==> src/hdl/rcst_pkg.sv <==
// Shared types and constants of the range clamp segment tree.
`default_nettype none
package rcst_pkg;

    localparam int REQ_W  = 2;
    localparam int POS_W  = 10;
    localparam int HIN_W  = 17;
    localparam int HOUT_W = 17;

    typedef enum logic [1:0] {
        REQ_RAISE = 2'd0,
        REQ_LOWER = 2'd1,
        REQ_QUERY = 2'd2,
        REQ_NONE  = 2'd3
    } t_req;

    typedef enum logic [1:0] {
        RS_U,
        RS_L,
        RS_R
    } t_rsel;

    typedef enum logic [2:0] {
        WS_NONE,
        WS_CLEAR,
        WS_COVER,
        WS_LEFT,
        WS_RIGHT,
        WS_IDENT
    } t_wsel;

    typedef enum logic [2:0] {
        S_CLEAR,
        S_IDLE,
        S_FETCH,
        S_EVAL,
        S_CHL,
        S_CHR,
        S_PAR,
        S_OUT
    } t_state;

    typedef struct packed {
        logic  start;
        t_rsel rsel;
        t_wsel wsel;
        logic  latch_par;
        logic  descend;
        logic  pop;
        logic  out_load;
    } t_cmd;

    typedef struct packed {
        t_req req_kind;
        logic req_empty;
        logic req_oob;
        logic clr_last;
        logic walk_query;
        logic disjoint;
        logic covered;
        logic leaf;
        logic stack_empty;
        logic out_free;
    } t_status;

endpackage
`default_nettype wire

==> src/hdl/rcst_ctrl.sv <==
// Controller state machine that sequences the tree walk and the input transfer.
`default_nettype none
module rcst_ctrl (
    input  wire logic              i_clk,
    input  wire logic              i_rst_n,
    input  wire logic              i_in_valid,
    output logic                   o_in_stall,
    input  wire rcst_pkg::t_status i_status,
    output rcst_pkg::t_cmd         o_cmd
);
    import rcst_pkg::*;

    t_state r_state;
    t_state n_state;
    logic   accept;
    logic   is_update;

    assign accept    = i_in_valid && (r_state == S_IDLE);
    assign is_update = (i_status.req_kind == REQ_RAISE) || (i_status.req_kind == REQ_LOWER);

    always_ff @(posedge i_clk) begin
        if (!i_rst_n) begin
            r_state <= S_CLEAR;
        end else begin
            r_state <= n_state;
        end
    end

    always_comb begin
        n_state = r_state;
        unique case (r_state)
            S_CLEAR: begin
                if (i_status.clr_last) begin
                    n_state = S_IDLE;
                end
            end
            S_IDLE: begin
                if (accept) begin
                    if (i_status.req_kind == REQ_QUERY) begin
                        n_state = i_status.req_oob ? S_OUT : S_FETCH;
                    end else if (is_update && !i_status.req_empty) begin
                        n_state = S_FETCH;
                    end
                end
            end
            S_FETCH: n_state = S_EVAL;
            S_EVAL: begin
                priority if (i_status.walk_query) begin
                    n_state = i_status.leaf ? S_OUT : S_CHL;
                end else if (i_status.disjoint || i_status.covered) begin
                    n_state = i_status.stack_empty ? S_IDLE : S_FETCH;
                end else begin
                    n_state = S_CHL;
                end
            end
            S_CHL: n_state = S_CHR;
            S_CHR: n_state = S_PAR;
            S_PAR: n_state = S_FETCH;
            S_OUT: begin
                if (i_status.out_free) begin
                    n_state = S_IDLE;
                end
            end
            default: n_state = S_IDLE;
        endcase
    end

    always_comb begin
        o_cmd           = '0;
        o_cmd.rsel      = RS_U;
        o_cmd.wsel      = WS_NONE;
        o_in_stall      = (r_state != S_IDLE);
        unique case (r_state)
            S_CLEAR: begin
                o_cmd.wsel = WS_CLEAR;
            end
            S_IDLE: begin
                o_cmd.start = accept;
            end
            S_FETCH: begin
                o_cmd.rsel = RS_U;
            end
            S_EVAL: begin
                o_cmd.latch_par = 1'b1;
                o_cmd.rsel      = RS_L;
                if (!i_status.walk_query && !i_status.disjoint) begin
                    if (i_status.covered) begin
                        o_cmd.wsel = WS_COVER;
                    end
                end
                if (!i_status.walk_query && (i_status.disjoint || i_status.covered)
                        && !i_status.stack_empty) begin
                    o_cmd.pop = 1'b1;
                end
            end
            S_CHL: begin
                o_cmd.wsel = WS_LEFT;
                o_cmd.rsel = RS_R;
            end
            S_CHR: begin
                o_cmd.wsel = WS_RIGHT;
            end
            S_PAR: begin
                o_cmd.wsel    = WS_IDENT;
                o_cmd.descend = 1'b1;
            end
            S_OUT: begin
                o_cmd.out_load = i_status.out_free;
            end
            default: begin
                o_cmd.wsel = WS_NONE;
            end
        endcase
    end
endmodule
`default_nettype wire

==> config.mk <==
export PLATFORM = sky130hd
export DESIGN_NAME = rcst_ctrl
export DESIGN_NICKNAME = d
export VERILOG_FILES = /design/src/hdl/rcst_pkg.sv /design/src/hdl/rcst_ctrl.sv
export SDC_FILE = /design/constraint.sdc
export NUM_CORES = 1
export LEC_CHECK = 0
export ABC_AREA = 1
export BUFFER_PORTS_ARGS = -buffer_cell sky130_fd_sc_hd__buf_2
export CAP_MARGIN = 20
export CORE_AREA = 3 3 40 42
export CTS_CLUSTER_DIAMETER = 30
export CTS_CLUSTER_SIZE = 20
export DETAILED_ROUTE_END_ITERATION = 10
export DIE_AREA = 0 0 43 45
export PLACE_DENSITY = 0.63
export SLEW_MARGIN = 20
export SYNTH_ARGS = -nofsm -noshare
export SYNTH_HDL_FRONTEND = slang
export SYNTH_SLANG_ARGS = --single-unit
==> constraint.sdc <==
create_clock -name i_clk -period 1.1 [get_ports i_clk]
set_input_delay 0.055 -clock i_clk [delete_from_list [all_inputs] [get_ports i_clk]]
set_output_delay 0.055 -clock i_clk [all_outputs]
set_load 0.005 [all_outputs]
==> results of run 1 <==
what timing repair did:
action,4_1_cts,5_1_grt
endpoints found under the setup margin,14,14
resized for setup,10,18
pin swaps,1,2
setup buffers,2,1
worst min-delay path, stage by stage:
cell,delay (ns)
buf_2,0.12
nand2_2,0.06
nor2_1,0.03
per-layer routing:
layer  vias up  track usage
li1        294            -
met1       239        0.151
met2        26        0.249
met3         4       0.0478
met4         0       0.0723
met5         -            0
path summary, 6_finish.rpt:
check | depth (start not counted) | slack (ns) | endpoint
worst min-delay path | 3 | 0.05 | r_state[1]$_SDFFE_PN0P_
worst max register to register | 6 | -0.05 | r_state[2]$_SDFFE_PN0P_
worst min register to register | 4 | 0.68 | r_state[2]$_SDFFE_PN0P_
worst max-delay path | 5 | -0.17 | o_cmd[5]
cells by family after synthesis:
kind of cell / count (synthesis) / synth area share
flip-flops: 3 / 0.150
AND/OR/NAND/NOR: 43 / 0.523
buffers and inverters: 18 / 0.187
AO/OA/AOI/OAI: 9 / 0.140
layout make-up:
class                           count  area [um2]
Fill cell                         145         569
Multi-Input combinational cell     52         315
Timing Repair Buffer               34         219
Sequential cell                     3        71.3
Inverter                           16        65.1
Clock buffer                        4        26.3
Tap cell                           15        18.8
power by group:
group | switching [mW] | internal (mW) | leakage [nW]
combinational | 0.300 | 0.293 | 0.386
sequential | 0.0688 | 0.148 | 0.0267
clock | 0.0754 | 0.137 | 0.0150
total | 0.445 | 0.578 | 0.428
synthesized netlist by cell type:
cell type,number
a21oi_1,5
a21oi_2,1
a31o_2,1
buf_4,2
dfxtp_1,3
inv_1,15
inv_2,1
nand2_1,18
nand2_2,2
nand3_1,2
nand3_2,2
nand4_1,1
nor2_1,12
nor2_4,1
nor3_1,3
nor3_4,1
o21ai_0,1
o21ai_2,1
or2_2,1
==> flow_metrics.tcl, run 1 <==
set metrics [dict create \
    hpwl_um 917 \
    yosys_warnings 0 \
    yosys_register_bits 3 \
    vdd_drop_max_v 0.000783 \
    num_vias 563 \
    final_util 0.557 \
    final_antenna_net_count 0 \
    powerDensity_nw_per_um2 1430 \
    grt_pass1_wl_um 2010 \
    cts.sinks 3 \
    cp-start-kind "flop" \
    route.detailed.wl_per_inst_um 10.3 \
    start_util 0.313 \
    run_status "finished, violations left" \
    drtIter0Drc 11 \
    min_path_type "in2reg" \
    critPathMaxFanout 6 \
    synth.distinct_cells 19 \
    cts_buffers 3 \
    rsz0062_at_grt "true" \
    whs_ns 0.0540 \
    gp_congestion 0.751 \
    route.met3.wl_um 105 \
    die-area_um2 1940 \
    violations "negative setup slack" \
    tightest_slew_ns 0.231 \
    wl_met1_um 501 \
    cp_data_arrival_time_ns 1.22 \
    final_common_cell "buf_2" \
    setup_tns_ns -0.658 \
    io_pins 25 \
    hold_violations 0 \
    antenna_found_initial 0 \
    clock_path_buffers 2 \
    met2WireLength_um 641 \
    cp_data_required_time_ns 1.04 \
    track_usage 0.141 \
    synth_top_cell_by_area "nand2_1" \
    die_w_um 43 \
    coreArea_um2 1280 \
    path_delay_family "flip-flops" \
    max_stage_delay_ns 0.37 \
    n_antenna_cell 0 \
    syn_avg_cell_area_um2 5.50 \
    drive_gt1_frac 0.587 \
    path_buf_inv 2 \
    dpl_cell_area_um2 586 \
    grt.overflow.total 0 \
    yosysTopAreaCellShare 0.168 \
    largest_register_ffs 3 \
    finalWirelength_um 1280 \
    cts_tree "built" \
    reg.largest.list "r_state (3)" \
    place_ws_ns -0.0823 \
    worst_r2r_startpoint "r_state[1]$_SDFFE_PN0P_" \
    drc 0 \
    p_total_mw 1.02 \
    slew_headroom 0.846 \
    final_cell_area_um2 716 \
    min_period_over_period 1.16 \
    placed_cells 118 \
    layout_min_cycle_time_ns 1.27 \
    ys_seq_area_frac 0.150 \
    synthesis.nets 87 \
    timing.final.ws_setup_ns -0.173 \
    viasPerCell 4.54 \
    htree_levels 1 \
    grt_pass1_vias 493 \
    layout_common_cells "buf_2 (22), nand2_1 (14), inv_1 (13)" \
    skew_ns 0.0143 \
    syn_inst 73 \
    final_cells 124 \
    maxCapViolations 0 \
    leakagePower_nw 0.428 \
    synth.area.top_cells "nand2_1 (17%), dfxtp_1 (15%), inv_1 (14%)" \
    drt-pass1-iter-count 4 \
    critPathCaptureType "output port" \
    cts_root_buf "clkbuf_4" \
    slowest_stage "dfxtp_4" \
    row_count 13 \
    min_from "i_rst_n" \
    crit_start "r_state[1]$_SDFFE_PN0P_" \
    die_h_um 45 \
    setup_violations 9 \
    grt_max_degree 7 \
    insertion_delay_ns 0.25 \
    crit_type "reg2out" \
    crit_chain "nor2_2 -> inv_1 -> nor2_1 -> a31o_2 -> buf_2" \
    top_register "r_state" \
    syn_area_um2 402 \
    ctsHoldBuffers 0 \
    top_layer_used "met4" \
    path_clk_slew_ns 0.05 \
    clock.fmax_mhz 785 \
    syn_to_final_growth_pct 78.2 \
    io_buffers 24 \
    drv_slew 0 \
    nets 124 \
]
Note: power is estimated with default switching activity, not from simulation.
==> inputs of run 2 (changes only) <==
- SETUP_SLACK_MARGIN: not set -> 0.1
==> flow_metrics.tcl, run 2 (synthesized netlist as in run 1, its figures left out) <==
set metrics [dict create \
    run_status "finished, violations left" \
    violations "negative setup slack" \
    drtIter0Drc 16 \
    drive_gt1_frac 0.655 \
    grt_max_degree 7 \
    slew_headroom 0.801 \
    viasPerCell 4.56 \
    die_h_um 45 \
    timing.final.ws_setup_ns -0.120 \
    cts.sinks 3 \
    setup_violations 9 \
    grt_pass1_wl_um 2140 \
    route.detailed.wl_per_inst_um 10.6 \
    nets 128 \
    tightest_slew_ns 0.297 \
    io_pins 25 \
    final_common_cell "buf_2" \
    crit_chain "nand2_4 -> inv_4 -> nand2_4 -> buf_6 -> nor2_2 -> buf_2" \
    coreArea_um2 1280 \
    critPathMostFrequentCell "nand2_4" \
    row_count 13 \
    min_period_over_period 1.11 \
    crit_type "reg2out" \
    clock.fmax_mhz 820 \
    cts_root_buf "clkbuf_4" \
    finalWirelength_um 1350 \
    htree_levels 1 \
    track_usage 0.146 \
    path_clk_slew_ns 0.04 \
    final_cells 128 \
    p_total_mw 1.11 \
    num_vias 584 \
    leakagePower_nw 0.467 \
    drv_slew 0 \
    layout_min_cycle_time_ns 1.22 \
    drt-pass1-iter-count 4 \
    critPathCaptureType "output port" \
    powerDensity_nw_per_um2 1410 \
    slowest_stage "dfxtp_4" \
    skew_ns 0.000886 \
    cp-start-kind "flop" \
    die-area_um2 1940 \
    vdd_drop_max_v 0.000746 \
    top_register "r_state" \
    gp_congestion 0.793 \
    cts_buffers 3 \
    start_util 0.313 \
    grt.overflow.total 0 \
    n_antenna_cell 0 \
    insertion_delay_ns 0.23 \
    antenna_found_initial 0 \
    layout_common_cells "buf_2 (23), nand2_1 (14), inv_1 (10)" \
    die_w_um 43 \
    hold_violations 0 \
    reg.largest.list "r_state (3)" \
    placed_cells 113 \
    maxCapViolations 0 \
    largest_register_ffs 3 \
    rsz0062_at_grt "true" \
    cp_data_required_time_ns 1.04 \
    critPathMaxFanout 6 \
    fillers 109 \
    grt_pass1_vias 545 \
    final_antenna_net_count 0 \
    drc 0 \
    cp_data_arrival_time_ns 1.16 \
    cts_tree "built" \
    clock_path_buffers 2 \
    io_buffers 24 \
    hpwl_um 856 \
    min_path_type "in2reg" \
    max_stage_delay_ns 0.41 \
    syn_to_final_growth_pct 96.9 \
]
[run 2: layout make-up]
type                       instances  area, um2  area share
clock buffer                       4       26.3      0.0332
multi-input combinational         52        345       0.437
timing repair buffer              38        262       0.331
inverter                          16       67.6      0.0854
sequential                         3       71.3      0.0902
tap                               15       18.8      0.0237
[run 2: per-stage QoR]
stage	hold slack (ns)	setup slack, ns	util	setup TNS [ns]	instance area [um2]
4_1_cts	0.0567	-0.117	0.541	-0.612	696
3_3_place_gp	0.299	-0.0532	0.434	-0.0738	558
6_report	0.0589	-0.120	0.615	-0.599	791
3_5_place_dp	0.299	-0.0357	0.434	-0.0357	558
5_1_grt	0.0571	-0.175	0.615	-1.21	791
2_1_floorplan	0.168	0.101	-	0	412
[run 2: worst max-delay path, delay by kind of cell (launching register included)]
| kind | cells | cell delay [ns] |
|---|---|---|
| flops | 1 | 0.41 |
| buf+inv | 3 | 0.30 |
| simple gates | 3 | 0.23 |
[run 2: worst paths after layout]
check | startpoint | end | slack [ns] | cells past startpoint
worst min register to register | r_state[1]$_SDFFE_PN0P_ | r_state[1]$_SDFFE_PN0P_ | 0.65 | 4
worst max register to register | r_state[0]$_SDFFE_PN0P_ | r_state[1]$_SDFFE_PN0P_ | -0.11 | 8
worst max-delay path | r_state[1]$_SDFFE_PN0P_ | o_cmd[0] | -0.12 | 6
worst min-delay path | i_rst_n | r_state[1]$_SDFFE_PN0P_ | 0.06 | 3
[run 2: routing by layer]
metal | share of wire | track usage | up-vias
li1 | - | - | 304
met1 | 0.38 | 0.159 | 269
met3 | 0.030 | 0.0279 | 0
met4 | 0 | 0.0783 | 0
met5 | 0 | 0 | -
met2 | 0.59 | 0.269 | 11
[run 2: what timing repair did]
item | CTS | global route
gates resized for setup | 17 | 21
setup endpoints to repair | 14 | 14
hold buffers | 0 | 0
buffers inserted | 8 | 3
pin swaps | 7 | 11
[run 2: power breakdown]
group / leakage, nW / switching (mW) / total (mW) / internal (mW)
Clock: 0.0150 / 0.0548 / 0.191 / 0.136
Combinational: 0.425 / 0.349 / 0.697 / 0.348
Sequential: 0.0267 / 0.0760 / 0.224 / 0.148
Total: 0.467 / 0.479 / 1.11 / 0.633
==> inputs of run 3 (changes only) <==
- PLACE_DENSITY: 0.63 -> 0.61
- clock period: 1.1 -> 1.55 ns (I/O delays scaled with it)
==> flow_metrics.tcl, run 3 (synthesized netlist as in run 1, its figures left out) <==
set metrics [dict create \
    tightest_slew_ns 0.240 \
    reg2reg_to "r_state[1]$_SDFFE_PN0P_" \
    antenna_found_initial 0 \
    ctsHoldBuffers 0 \
    leakagePower_nw 0.345 \
    worst_r2r_startpoint "r_state[0]$_SDFFE_PN0P_" \
    io_buffers 24 \
    critPathMaxFanout 7 \
    viasPerCell 4.53 \
    io_pins 25 \
    die_w_um 43 \
    final_util 0.432 \
    setup_violations 0 \
    whs_ns 0.0872 \
    placed_cells 110 \
    route.detailed.wl_per_inst_um 9.25 \
    final_cells 114 \
    cts_tree "built" \
    drv_slew 0 \
    met3_usage 0.0279 \
    fillers 156 \
    coreArea_um2 1280 \
    clock.fmax_mhz 775 \
    reg.largest.list "r_state (3)" \
    row_count 13 \
    htree_levels 1 \
    hpwl_um 891 \
    r2r_setup_slack_ns 0.44 \
    timing.final.ws_setup_ns 0.259 \
    grtUsageMet1 0.141 \
    crit_type "reg2out" \
    grt_use_met2 0.198 \
    cp-start-kind "flop" \
    insertion_delay_ns 0.23 \
    track_usage 0.122 \
    max_stage_delay_ns 0.36 \
    rsz0062_at_grt "false" \
    maxCapViolations 0 \
    multi_input_area_um2 267 \
    grt_pass1_vias 464 \
    drt-pass1-iter-count 4 \
    cts_root_buf "clkbuf_4" \
    top_register "r_state" \
    min_period_over_period 0.833 \
    cp_data_arrival_time_ns 1.21 \
    path_delay_family "flip-flops" \
    holdPathStages 3 \
    vdd_drop_max_v 0.000400 \
    drtIter0Drc 1 \
    path_clk_slew_ns 0.04 \
    critPathMostFrequentCell "nor2_1" \
    final_common_cell "buf_2" \
    cts_buffers 3 \
    critPathCaptureType "output port" \
    drive_gt1_frac 0.414 \
    die-area_um2 1940 \
    path_buf_inv 2 \
    layout_min_cycle_time_ns 1.29 \
    setup_tns_ns 0 \
    nets 114 \
    slowest_stage "dfxtp_2" \
    num_vias 516 \
    drc 0 \
    cp_data_required_time_ns 1.47 \
    crit_chain "nor2_1 -> inv_1 -> nor2_1 -> a31o_2 -> buf_2" \
    skew_ns 0.00327 \
    grt.overflow.total 0 \
    min_path_type "in2reg" \
    hold_violations 0 \
    start_util 0.313 \
    layout_common_cells "buf_2 (24), nand2_1 (18), inv_1 (15)" \
    syn_to_final_growth_pct 38.3 \
    run_status "completed" \
    final_antenna_net_count 0 \
    largest_register_ffs 3 \
    finalWirelength_um 1060 \
    gp_congestion 0.812 \
    cts.sinks 3 \
    seqCellArea_um2 63.8 \
    clock_path_buffers 2 \
    r2r_cells 7 \
    hold_end "r_state[2]$_SDFFE_PN0P_" \
    min_from "i_rst_n" \
    dpl_cell_area_um2 526 \
    slew_headroom 0.839 \
    p_total_mw 0.550 \
    powerDensity_nw_per_um2 990 \
    grt_pass1_wl_um 1830 \
    n_antenna_cell 0 \
    grt_max_degree 9 \
    die_h_um 45 \
    place_ws_ns 0.318 \
    top_usage_layer "met2" \
    final_cell_area_um2 556 \
]
[run 3: how the worst max path moves through the flow]
stage	start	end	slack, ns	cells past startpoint
floorplan	r_state[1]$_SDFFE_PN0P_	r_state[2]$_SDFFE_PN0P_	0.49	6
global placement	r_state[2]$_SDFFE_PN0P_	r_state[1]$_SDFFE_PN0P_	0.33	5
detailed placement	r_state[2]$_SDFFE_PN0P_	r_state[0]$_SDFFE_PN0P_	0.32	5
CTS	r_state[2]$_SDFFE_PN0P_	o_cmd[5]	0.12	4
global route	r_state[1]$_SDFFE_PN0P_	o_cmd[5]	0.13	5
finish	r_state[1]$_SDFFE_PN0P_	o_cmd[5]	0.26	5
[run 3: area by class of cell]
cell class              count  area share
flip-flops and latches      3       0.115
inverters                  16       0.108
repair buffers             24       0.216
clock buffers               4      0.0473
well taps                  15      0.0338
multi-input cells          52       0.480
[run 3: power by group]
part	leakage [nW]	switching [mW]	total [mW]	internal (mW)
Sequential	0.0258	0.0418	0.142	0.100
Clock	0.0150	0.0412	0.138	0.0965
Combinational	0.304	0.157	0.270	0.114
[run 3: worst min-delay path: cells and delay by family]
kind / cells / cell delay, ns
AOI/OAI and AO/OA: 1 / 0.03
buffers and inverters: 2 / 0.18
[run 3: per-layer routing]
| layer | share of wire | wire (um) | up-vias |
|---|---|---|---|
| li1 | - | - | 279 |
| met4 | 0.029 | 31 | 0 |
| met1 | 0.43 | 457 | 213 |
| met5 | 0 | 0 | - |
| met3 | 0.075 | 79 | 4 |
| met2 | 0.46 | 487 | 20 |
[run 3: what timing repair did]
item	CTS	global route
gates resized for setup	0	3
buffers inserted	0	0
endpoints found under the setup margin	0	6
